File: src/sv/bslp_pkg.sv
// Package for the button short/long press detector: item types, op codes,
// register indexes and the configuration struct. No dependencies.
package bslp_pkg;

    localparam int REG_WIDTH  = 16;
    localparam int ADDR_WIDTH = 4;

    typedef enum logic [1:0] {
        OP_TICK       = 2'd0,
        OP_READ_SHORT = 2'd1,
        OP_READ_LONG  = 2'd2,
        OP_NONE       = 2'd3
    } t_op;

    typedef enum logic [1:0] {
        REG_SHORT_PRESS = 2'd0,
        REG_LONG_PRESS  = 2'd1,
        REG_RELEASE     = 2'd2,
        REG_UNUSED      = 2'd3
    } t_reg_idx;

    typedef struct packed {
        logic [1:0] op;
        logic       pressed;
    } t_in;

    typedef struct packed {
        logic event_flag;
        logic busy_res;
    } t_out;

    typedef struct packed {
        logic [REG_WIDTH-1:0] short_press_ticks;
        logic [REG_WIDTH-1:0] long_press_ticks;
        logic [REG_WIDTH-1:0] release_ticks;
    } t_cfg;

endpackage

File: src/sv/bslp_core.sv
// Press classifier state: held/released counters, busy, edge memory and
// sticky pending flags. Depends on bslp_pkg.
module bslp_core #(
    parameter int COUNT_WIDTH = 16
) (
    input  logic          i_clk,
    input  logic          i_rst_n,
    input  logic          i_take,
    input  bslp_pkg::t_in  i_item,
    input  bslp_pkg::t_cfg i_cfg,
    output bslp_pkg::t_out o_res
);

    // compare width covers both the counters and the 16-bit thresholds
    localparam int CMP_WIDTH = (COUNT_WIDTH > bslp_pkg::REG_WIDTH) ?
                               COUNT_WIDTH : bslp_pkg::REG_WIDTH;

    logic [COUNT_WIDTH-1:0] r_held, n_held;
    logic [COUNT_WIDTH-1:0] r_rel, n_rel;
    logic r_busy, n_busy;
    logic r_short_pend, n_short_pend;
    logic r_long_pend, n_long_pend;
    logic r_short_seen, n_short_seen;
    logic r_long_seen, n_long_seen;

    logic held_lt_long, held_ge_short, rel_lt_release;
    logic cond_short, cond_long, flag;

    assign held_lt_long   = CMP_WIDTH'(r_held) < CMP_WIDTH'(i_cfg.long_press_ticks);
    assign held_ge_short  = CMP_WIDTH'(r_held) >= CMP_WIDTH'(i_cfg.short_press_ticks);
    assign rel_lt_release = CMP_WIDTH'(r_rel) < CMP_WIDTH'(i_cfg.release_ticks);

    always_comb begin
        n_held       = r_held;
        n_rel        = r_rel;
        n_busy       = r_busy;
        n_short_pend = r_short_pend;
        n_long_pend  = r_long_pend;
        n_short_seen = r_short_seen;
        n_long_seen  = r_long_seen;
        cond_short   = 1'b0;
        cond_long    = 1'b0;
        flag         = 1'b0;
        if (i_take) begin
            case (i_item.op)
                bslp_pkg::OP_TICK: begin
                    if (i_item.pressed) begin
                        n_busy = 1'b1;
                        n_rel  = '0;
                        if (held_lt_long) begin
                            n_held = r_held + COUNT_WIDTH'(1);
                        end else begin
                            cond_long = 1'b1;
                        end
                    end else begin
                        cond_short = held_ge_short && held_lt_long;
                        n_held     = '0;
                        if (rel_lt_release) begin
                            n_rel = r_rel + COUNT_WIDTH'(1);
                        end else begin
                            n_busy = 1'b0;
                        end
                    end
                    // rising edge against the previous tick
                    if (cond_short && !r_short_seen) begin
                        n_short_pend = 1'b1;
                    end
                    if (cond_long && !r_long_seen) begin
                        n_long_pend = 1'b1;
                    end
                    n_short_seen = cond_short;
                    n_long_seen  = cond_long;
                end
                bslp_pkg::OP_READ_SHORT: begin
                    flag         = r_short_pend;
                    n_short_pend = 1'b0;
                end
                bslp_pkg::OP_READ_LONG: begin
                    flag        = r_long_pend;
                    n_long_pend = 1'b0;
                end
                default: begin
                end
            endcase
        end
    end

    assign o_res.event_flag = flag;
    assign o_res.busy_res   = n_busy;

    always_ff @(posedge i_clk) begin
        if (!i_rst_n) begin
            r_held       <= '0;
            r_rel        <= '0;
            r_busy       <= 1'b0;
            r_short_pend <= 1'b0;
            r_long_pend  <= 1'b0;
            r_short_seen <= 1'b0;
            r_long_seen  <= 1'b0;
        end else begin
            r_held       <= n_held;
            r_rel        <= n_rel;
            r_busy       <= n_busy;
            r_short_pend <= n_short_pend;
            r_long_pend  <= n_long_pend;
            r_short_seen <= n_short_seen;
            r_long_seen  <= n_long_seen;
        end
    end

endmodule

File: src/sv/button_short_long_press_detector.sv
// Top level of the button short/long press detector: APB register file,
// item handshake and result register. Depends on bslp_pkg and bslp_core.
//
//  channel  | signals                               | item / width
//  ---------+---------------------------------------+---------------------------
//  input    | i_in_valid, o_in_ready, i_in          | t_in: op 2b, pressed 1b
//  result   | o_out_valid, i_out_ready, o_out       | t_out: event_flag, busy_res
//  config   | psel penable pwrite paddr pwdata ...  | three 16-bit registers
//
// One item per cycle unless stalled: an accepted item updates the classifier state at the
// accepting edge, and its result is loaded into the result register at that same edge.
// The single result register is refilled in the same cycle it is drained, so
// the input only stalls while a result waits and i_out_ready is low.
// Reset (synchronous, i_rst_n low) clears counters, flags, registers and
// the result valid bit; there is no clearing sweep.
module button_short_long_press_detector #(
    parameter int COUNT_WIDTH = 16
) (
    input  logic                              i_clk,
    input  logic                              i_rst_n,
    // item input
    input  logic                              i_in_valid,
    output logic                              o_in_ready,
    input  bslp_pkg::t_in                     i_in,
    // result output
    output logic                              o_out_valid,
    input  logic                              i_out_ready,
    output bslp_pkg::t_out                    o_out,
    // APB register port
    input  logic                              psel,
    input  logic                              penable,
    input  logic                              pwrite,
    input  logic [bslp_pkg::ADDR_WIDTH-1:0]   paddr,
    input  logic [31:0]                       pwdata,
    output logic [31:0]                       prdata,
    output logic                              pready
);

    bslp_pkg::t_cfg   r_cfg;
    bslp_pkg::t_reg_idx reg_idx;
    bslp_pkg::t_out   core_res;
    bslp_pkg::t_out   r_out;
    logic             r_out_valid;
    logic             take;
    logic             cfg_wr;

    // registers sit at word addresses; the low two address bits are ignored
    assign reg_idx = bslp_pkg::t_reg_idx'(paddr[3:2]);
    assign pready  = 1'b1;
    assign cfg_wr  = psel && penable && pwrite;

    always_comb begin
        case (reg_idx)
            bslp_pkg::REG_SHORT_PRESS: prdata = 32'(r_cfg.short_press_ticks);
            bslp_pkg::REG_LONG_PRESS:  prdata = 32'(r_cfg.long_press_ticks);
            bslp_pkg::REG_RELEASE:     prdata = 32'(r_cfg.release_ticks);
            default:                   prdata = '0;
        endcase
    end

    always_ff @(posedge i_clk) begin
        if (!i_rst_n) begin
            r_cfg <= '0;
        end else if (cfg_wr) begin
            case (reg_idx)
                bslp_pkg::REG_SHORT_PRESS: begin
                    r_cfg.short_press_ticks <= pwdata[bslp_pkg::REG_WIDTH-1:0];
                end
                bslp_pkg::REG_LONG_PRESS: begin
                    r_cfg.long_press_ticks <= pwdata[bslp_pkg::REG_WIDTH-1:0];
                end
                bslp_pkg::REG_RELEASE: begin
                    r_cfg.release_ticks <= pwdata[bslp_pkg::REG_WIDTH-1:0];
                end
                default: begin
                end
            endcase
        end
    end

    // accept when the result slot is empty or being drained this cycle
    assign o_in_ready = !r_out_valid || i_out_ready;
    assign take       = i_in_valid && o_in_ready;

    bslp_core #(
        .COUNT_WIDTH(COUNT_WIDTH)
    ) u_core (
        .i_clk   (i_clk),
        .i_rst_n (i_rst_n),
        .i_take  (take),
        .i_item  (i_in),
        .i_cfg   (r_cfg),
        .o_res   (core_res)
    );

    always_ff @(posedge i_clk) begin
        if (!i_rst_n) begin
            r_out_valid <= 1'b0;
        end else if (take) begin
            r_out_valid <= 1'b1;
        end else if (i_out_ready) begin
            r_out_valid <= 1'b0;
        end
    end

    // payload register, no reset needed
    always_ff @(posedge i_clk) begin
        if (take) begin
            r_out <= core_res;
        end
    end

    assign o_out_valid = r_out_valid;
    assign o_out       = r_out;

endmodule

File: config.mk
export PLATFORM = sky130hd
export DESIGN_NAME = button_short_long_press_detector
export DESIGN_NICKNAME = d
export VERILOG_FILES = /design/src/sv/bslp_pkg.sv /design/src/sv/bslp_core.sv /design/src/sv/button_short_long_press_detector.sv
export SDC_FILE = /design/constraint.sdc
export NUM_CORES = 1
export LEC_CHECK = 0
export ABC_CLOCK_PERIOD_IN_PS = 2400
export BUFFER_PORTS_ARGS = -buffer_cell sky130_fd_sc_hd__buf_2
export CELL_PAD_IN_SITES_DETAIL_PLACEMENT = 1
export CELL_PAD_IN_SITES_GLOBAL_PLACEMENT = 1
export CORE_UTILIZATION = 38
export DETAILED_ROUTE_END_ITERATION = 6
export GPL_TIMING_DRIVEN = 1
export PLACE_DENSITY_LB_ADDON = 0.1
export SLEW_MARGIN = 20
export SYNTH_ARGS = -nofsm -noshare
export SYNTH_HDL_FRONTEND = slang
export SYNTH_SLANG_ARGS = --single-unit
export TNS_END_PERCENT = 5
File: constraint.sdc
create_clock -name i_clk -period 2.4 [get_ports i_clk]
set_input_delay 0.36 -clock i_clk [delete_from_list [all_inputs] [get_ports i_clk]]
set_output_delay 0.36 -clock i_clk [all_outputs]
set_load 0.01 [all_outputs]
Yosys cells after proc, flatten, opt, wreduce, memory -nomap -nowiden
Index checks and enable logic that the tools add are counted.
Word-level totals
  register bits: 88
  output and inout port bits: 37
  input port bits: 46
Cells by class
  equal/unequal tests: 7
  add/subtract/negate cells: 2
  reductions and logical operators: 24
  order comparisons: 3
  muxes and demuxes: 23
Operators by type and width (number)
  $mux 16: 4
  $pmux 16 s3: 1
  $add 16x1->16 const B: 2
  $lt 16x16->1: 2
  $ge 16x16->1: 1
  $mux 1: 15
  $reduce_and 3->1: 4
  $reduce_and 2->1: 4
  $reduce_bool 2->1: 4
  $logic_and 1x1->1: 6
  $ne 2x1->1 const B: 3
  $pmux 1 s2: 3
  $eq 2x1->1 const B: 2
  $eq 2x2->1 const B: 2
  $logic_not 2->1: 2
  $logic_not 1->1: 3
  $logic_or 1x1->1: 1

Depth between registers and ports, before layout
  word-level depth: 8
  mapped depth: 10
  gate-level depth less buffers: 8

Cells and area by module
Synthesis repeated with hierarchy kept, for this count alone.
Unflattened totals
  cells, all modules: 681
  area total of the unflattened synthesis: 5681.7 um2
Modules (own cells, without submodules)
  bslp_core: cells an instance 424, area an instance 3314.4 um2, times used 1, seq. area each 740.7 um2
  button_short_long_press_detector: cells an instance 257, area an instance 2367.3 um2, times used 1, seq. area each 1041.0 um2

Worst setup path after synthesis
OpenSTA, ideal clock, no wires.
  path kind: register to register
  from: register r_cfg[29] (netlist bit)
  to: register u_core.r_held[9]
  path buffers: 1
  data arrival time: 2.506 ns
  stages on the path, launching flop included: 10
  slack: -0.177 ns
  data required time: 2.330 ns
  cell sequence: dfxtp_1 -> inv_1 -> ha_1 -> a211oi_2 -> nor2_1 -> or4_4 -> o31a_1 -> buf_2 -> or4_1 -> a21oi_1
Between the ends
  word-level cells in the longest chain between the ends: 3
RTL lines
  start: declaration: line button_short_long_press_detector.sv:39  | bslp_pkg::t_cfg r_cfg;
  $lt 16x16->1: line bslp_core.sv:29  | assign held_lt_long = CMP_WIDTH'(r_held) < CMP_WIDTH'(i_cfg.long_press_ticks);
  $ne 2x1->1 (no source line)
  $reduce_and 3->1 (no source line)
  end signal: assignment: line bslp_core.sv:101  | r_held <= n_held;
  end: declaration: line bslp_core.sv:18  | logic [COUNT_WIDTH-1:0] r_held, n_held;
No other way between the ends.
A chain may end at the register's enable or synchronous reset.

Worst setup path in the final report
  from: register u_core.r_held[13]
  to: register u_core.r_held[10]
Between the ends
  word-level cells in the longest chain between the ends: 3
RTL lines (line)
  $lt 16x16->1: bslp_core.sv:29
  $ne 2x1->1 (no source line)
  $reduce_and 3->1 (no source line)
No other way between the ends.

==> flow_summary_export.csv <==
group,metric,value,unit
placed_design,gp_congestion,0.808,
power,power.share.clock,49.5,%
grt,grt_pass1_vias,5501,
logic_synthesis,synthTopCellsByArea,"dfxtp_1 (32%), ha_1 (12%), nand2_1 (10%)",
timing,min_period,2530,ps
timing,final_hold_viol_count,0,
setup_path,cp.arrival,2820,ps
logic_synthesis,async_flop_share,0,%
setup_path,slowest_stage,"or4_1",
grt,grt_util_all_layers,24.9,%
final_layout,drive_gt1_share,24.1,%
clocking,postCtsHoldBufs,0,
floorplanning,start_util,38.7,%
clocking,clkSinkCount,88,
final_layout,final_nets,884,
floorplanning,rows,43,
power,seqPwrFrac,41.1,%
final_layout,n_antenna_cell,0,
detailed_routing,first_iter_violations,222,
timing,postLayoutSetupSlackWorst,-131,ps
placed_design,port_buffers,47,
logic_synthesis,syn_area_per_cell,7.82,sq um
setup_path,crit_path_max_fanout,8,
placed_design,dp_slack,-226,ps
timing,rsz0062_at_grt,"yes",
clocking,cts_tree,"yes",
clocking,worstSkewPairLatency,350,ps
placed_design,dp_hpwl,13.2,mm
logic_synthesis,syn-cell-area,5360,sq um
clocking,cts_buffers,9,
logic_synthesis,synth-edff-count,2,
final_layout,syn_to_final_growth,28.2,%
power,p_comb_share,9.4,%
grt,grt_pass1_wl,27.7,mm
grt,grt_start_max_net_pins,56,
setup_path,path_class,"flip-flop to flip-flop",
grt,antenna_found_initial,0,
setup_path,path_cells,"ha_4, a211oi_2, nor2_1, or4_4, o31a_1, buf_6, or4_1, a21oi_2",
status,violations,"setup timing",
logic_synthesis,post-synth-top-area-fraction,32.1,%
power,power_density,528,nW/um^2
power,p_sw,0.000845,W
detailed_routing,num_vias,5207,
logic_synthesis,ys_seq_area_share,33.3,%
power,internal-power,0.00278,W
floorplanning,die_w,121,um
power,p_leak,2.72,nW
setup_path,worstRegToRegCells,8,
detailed_routing,wl_per_cell,17.8,um
logic_synthesis,postSynthCellCount,685,
setup_path,cp-end-kind,"flip-flop",
logic_synthesis,yosysWarnings,0,
clocking,cts_root_buffer,"clkbuf_16",
power,p_sw_share,23.3,%
placed_design,dp_cells,954,
detailed_routing,ant_nets,0,
detailed_routing,firstDrtPassIters,4,
status,run_status,"finished, violations left",
timing,drv_slew,0,
final_layout,layout.cells.non_filler,972,
detailed_routing,drcViolationCount,0,
logic_synthesis,ys_ff_latch,88,
timing,slew_headroom,52.5,%
detailed_routing,vias_per_cell,5.36,
final_layout,layout_commonest_cell,"nand2_1",
clocking,clk_pin_slew_worst_paths,70,ps
hold_path,hold_path_class,"input pin to flip-flop",
power,ir_worst_vdd,0.405,mV
floorplanning,ioPinCount,83,
floorplanning,die_h,121,um
timing,skew,7.91,ps
timing,worstMarginPinSlew,710,ps
timing,fmax,395,MHz
setup_path,cp_data_required_time,2690,ps
final_layout,layout.cells.most_common_list,"nand2_1 (147), buf_4 (73), dfxtp_1 (72), inv_1 (51), a21boi_0 (51)",
hold_path,whs_path_depth,3,
floorplanning,die_area,14600,sq um
setup_path,slowest_delay,540,ps
logic_synthesis,ys_types,47,
logic_synthesis,synth_ff_type,"dfxtp_1",
clocking,cts_max_path_buffers,2,
floorplanning,coreArea,13800,sq um
timing,final.period_utilization,105,%
clocking,h-tree-depth,3,
run,drv_cap,0,
logic_synthesis,yosysTopAreaCell,"dfxtp_1",
timing,setup_viol_count_final,12,
grt,grt-ovfl-total,0,
detailed_routing,wl,17.3,mm
setup_path,start_kind,"flip-flop",
-- critical path, delay by kind of cell (launching register included) --
| family | cells | cell delay [ps] |
|---|---|---|
| simple gates | 3 | 1130 |
| fa+ha+maj | 1 | 240 |
| compound gates | 3 | 600 |
| buf+inv | 1 | 150 |
| flops | 1 | 350 |
-- power by group through the flow --
stage	Sequential (W)	Clock [W]	Combinational, W
floorplan	0.00152	0	0.000191
global placement	0.00152	0	0.000309
detailed placement	0.00152	0	0.000318
CTS	0.00149	0.00183	0.000338
global route	0.00149	0.00189	0.000372
finish	0.00149	0.00179	0.000342
-- synth_stat cells, drive strengths merged, types with 2 or more instances --
library cell  count
nand4            18
a21oi            38
inv              54
o21a              4
o31a              3
o211ai            4
edfxtp            2
nor2b             4
a2111oi           2
dfxtp            86
or4              13
nor3              4
a211oi            4
mux2i            18
a21o              2
nand2           147
conb              2
o31ai            10
a21boi           51
and4              3
and3              7
nand3            12
ha               51
nor2             11
buf              21
and2              5
nand2b            6
nor4              3
or3              17
o21ai            42
o22ai             3
clkbuf           28
-- cell families (layout without fill, tap and decap cells) --
group,Yosys count,after routing,synth area share (%)
other,2,17,0.140
AOI/OAI and AO/OA,171,171,20.6
xor gates and xnor gates,1,1,0.164
muxes,18,18,3.36
DFF,88,88,33.3
adders and majority gates,51,51,11.9
buffers and inverters,103,195,8.46
and+or+nand+nor,251,251,22.1
-- metal layers --
layer	part of all wire [%]	vias up	global-route usage, %
met5	0	-	0
met4	1.4	0	6.25
met3	2.5	19	4.76
met2	50	73	43.6
met1	46	2545	31.1
li1	-	2570	-
-- what timing repair did --
item,in CTS,in global routing
pin swaps,21,1
gates resized for setup,31,21
setup endpoints to repair,30,31
buffers inserted,2,0
gates cloned,0,0
endpoints found under the hold margin,0,0
-- path summary, 6_finish.rpt --
| check | start | end | slack [ps] |
|---|---|---|---|
| max | u_core.r_held[13] | u_core.r_held[10] | -130 |
| min | pwdata[12] | r_cfg[12] | 270 |
| max reg2reg | u_core.r_held[13] | u_core.r_held[10] | -130 |
| min reg2reg | u_core.r_long_seen | u_core.r_long_seen | 470 |
-- registers in the layout (all words and copies together) (netlist names) --
signal and count:
r_cfg 48, u_core.r_held 16, u_core.r_rel 16, o_out 2
o_out_valid 1, u_core.r_busy 1, u_core.r_long_pend 1, u_core.r_long_seen 1
u_core.r_short_pend 1, u_core.r_short_seen 1
-- cell type report --
cell class	instances	area, sq um
fillers	1661	6960
clock inverters	6	138
inverters	54	203
clock buffers	10	239
well taps	180	225
multi-input cells	509	3390
repair buffers	125	866
flip-flops and latches	88	1800
-- metrics by stage --
step	TNS (ps)	power, W	hold slack [ps]	util, %	cell area, sq um
after global routing	-3360	0.00376	280	49.7	6870
after CTS	-1130	0.00366	271	49.1	6790
after floorplan	-201	0.00171	438	-	5440
after global placement	-2050	0.00183	451	45.3	6260
after detailed placement	-3640	0.00184	459	45.3	6260
final	-1040	0.00362	273	49.7	6870
Power figures use the tool's default switching activity.
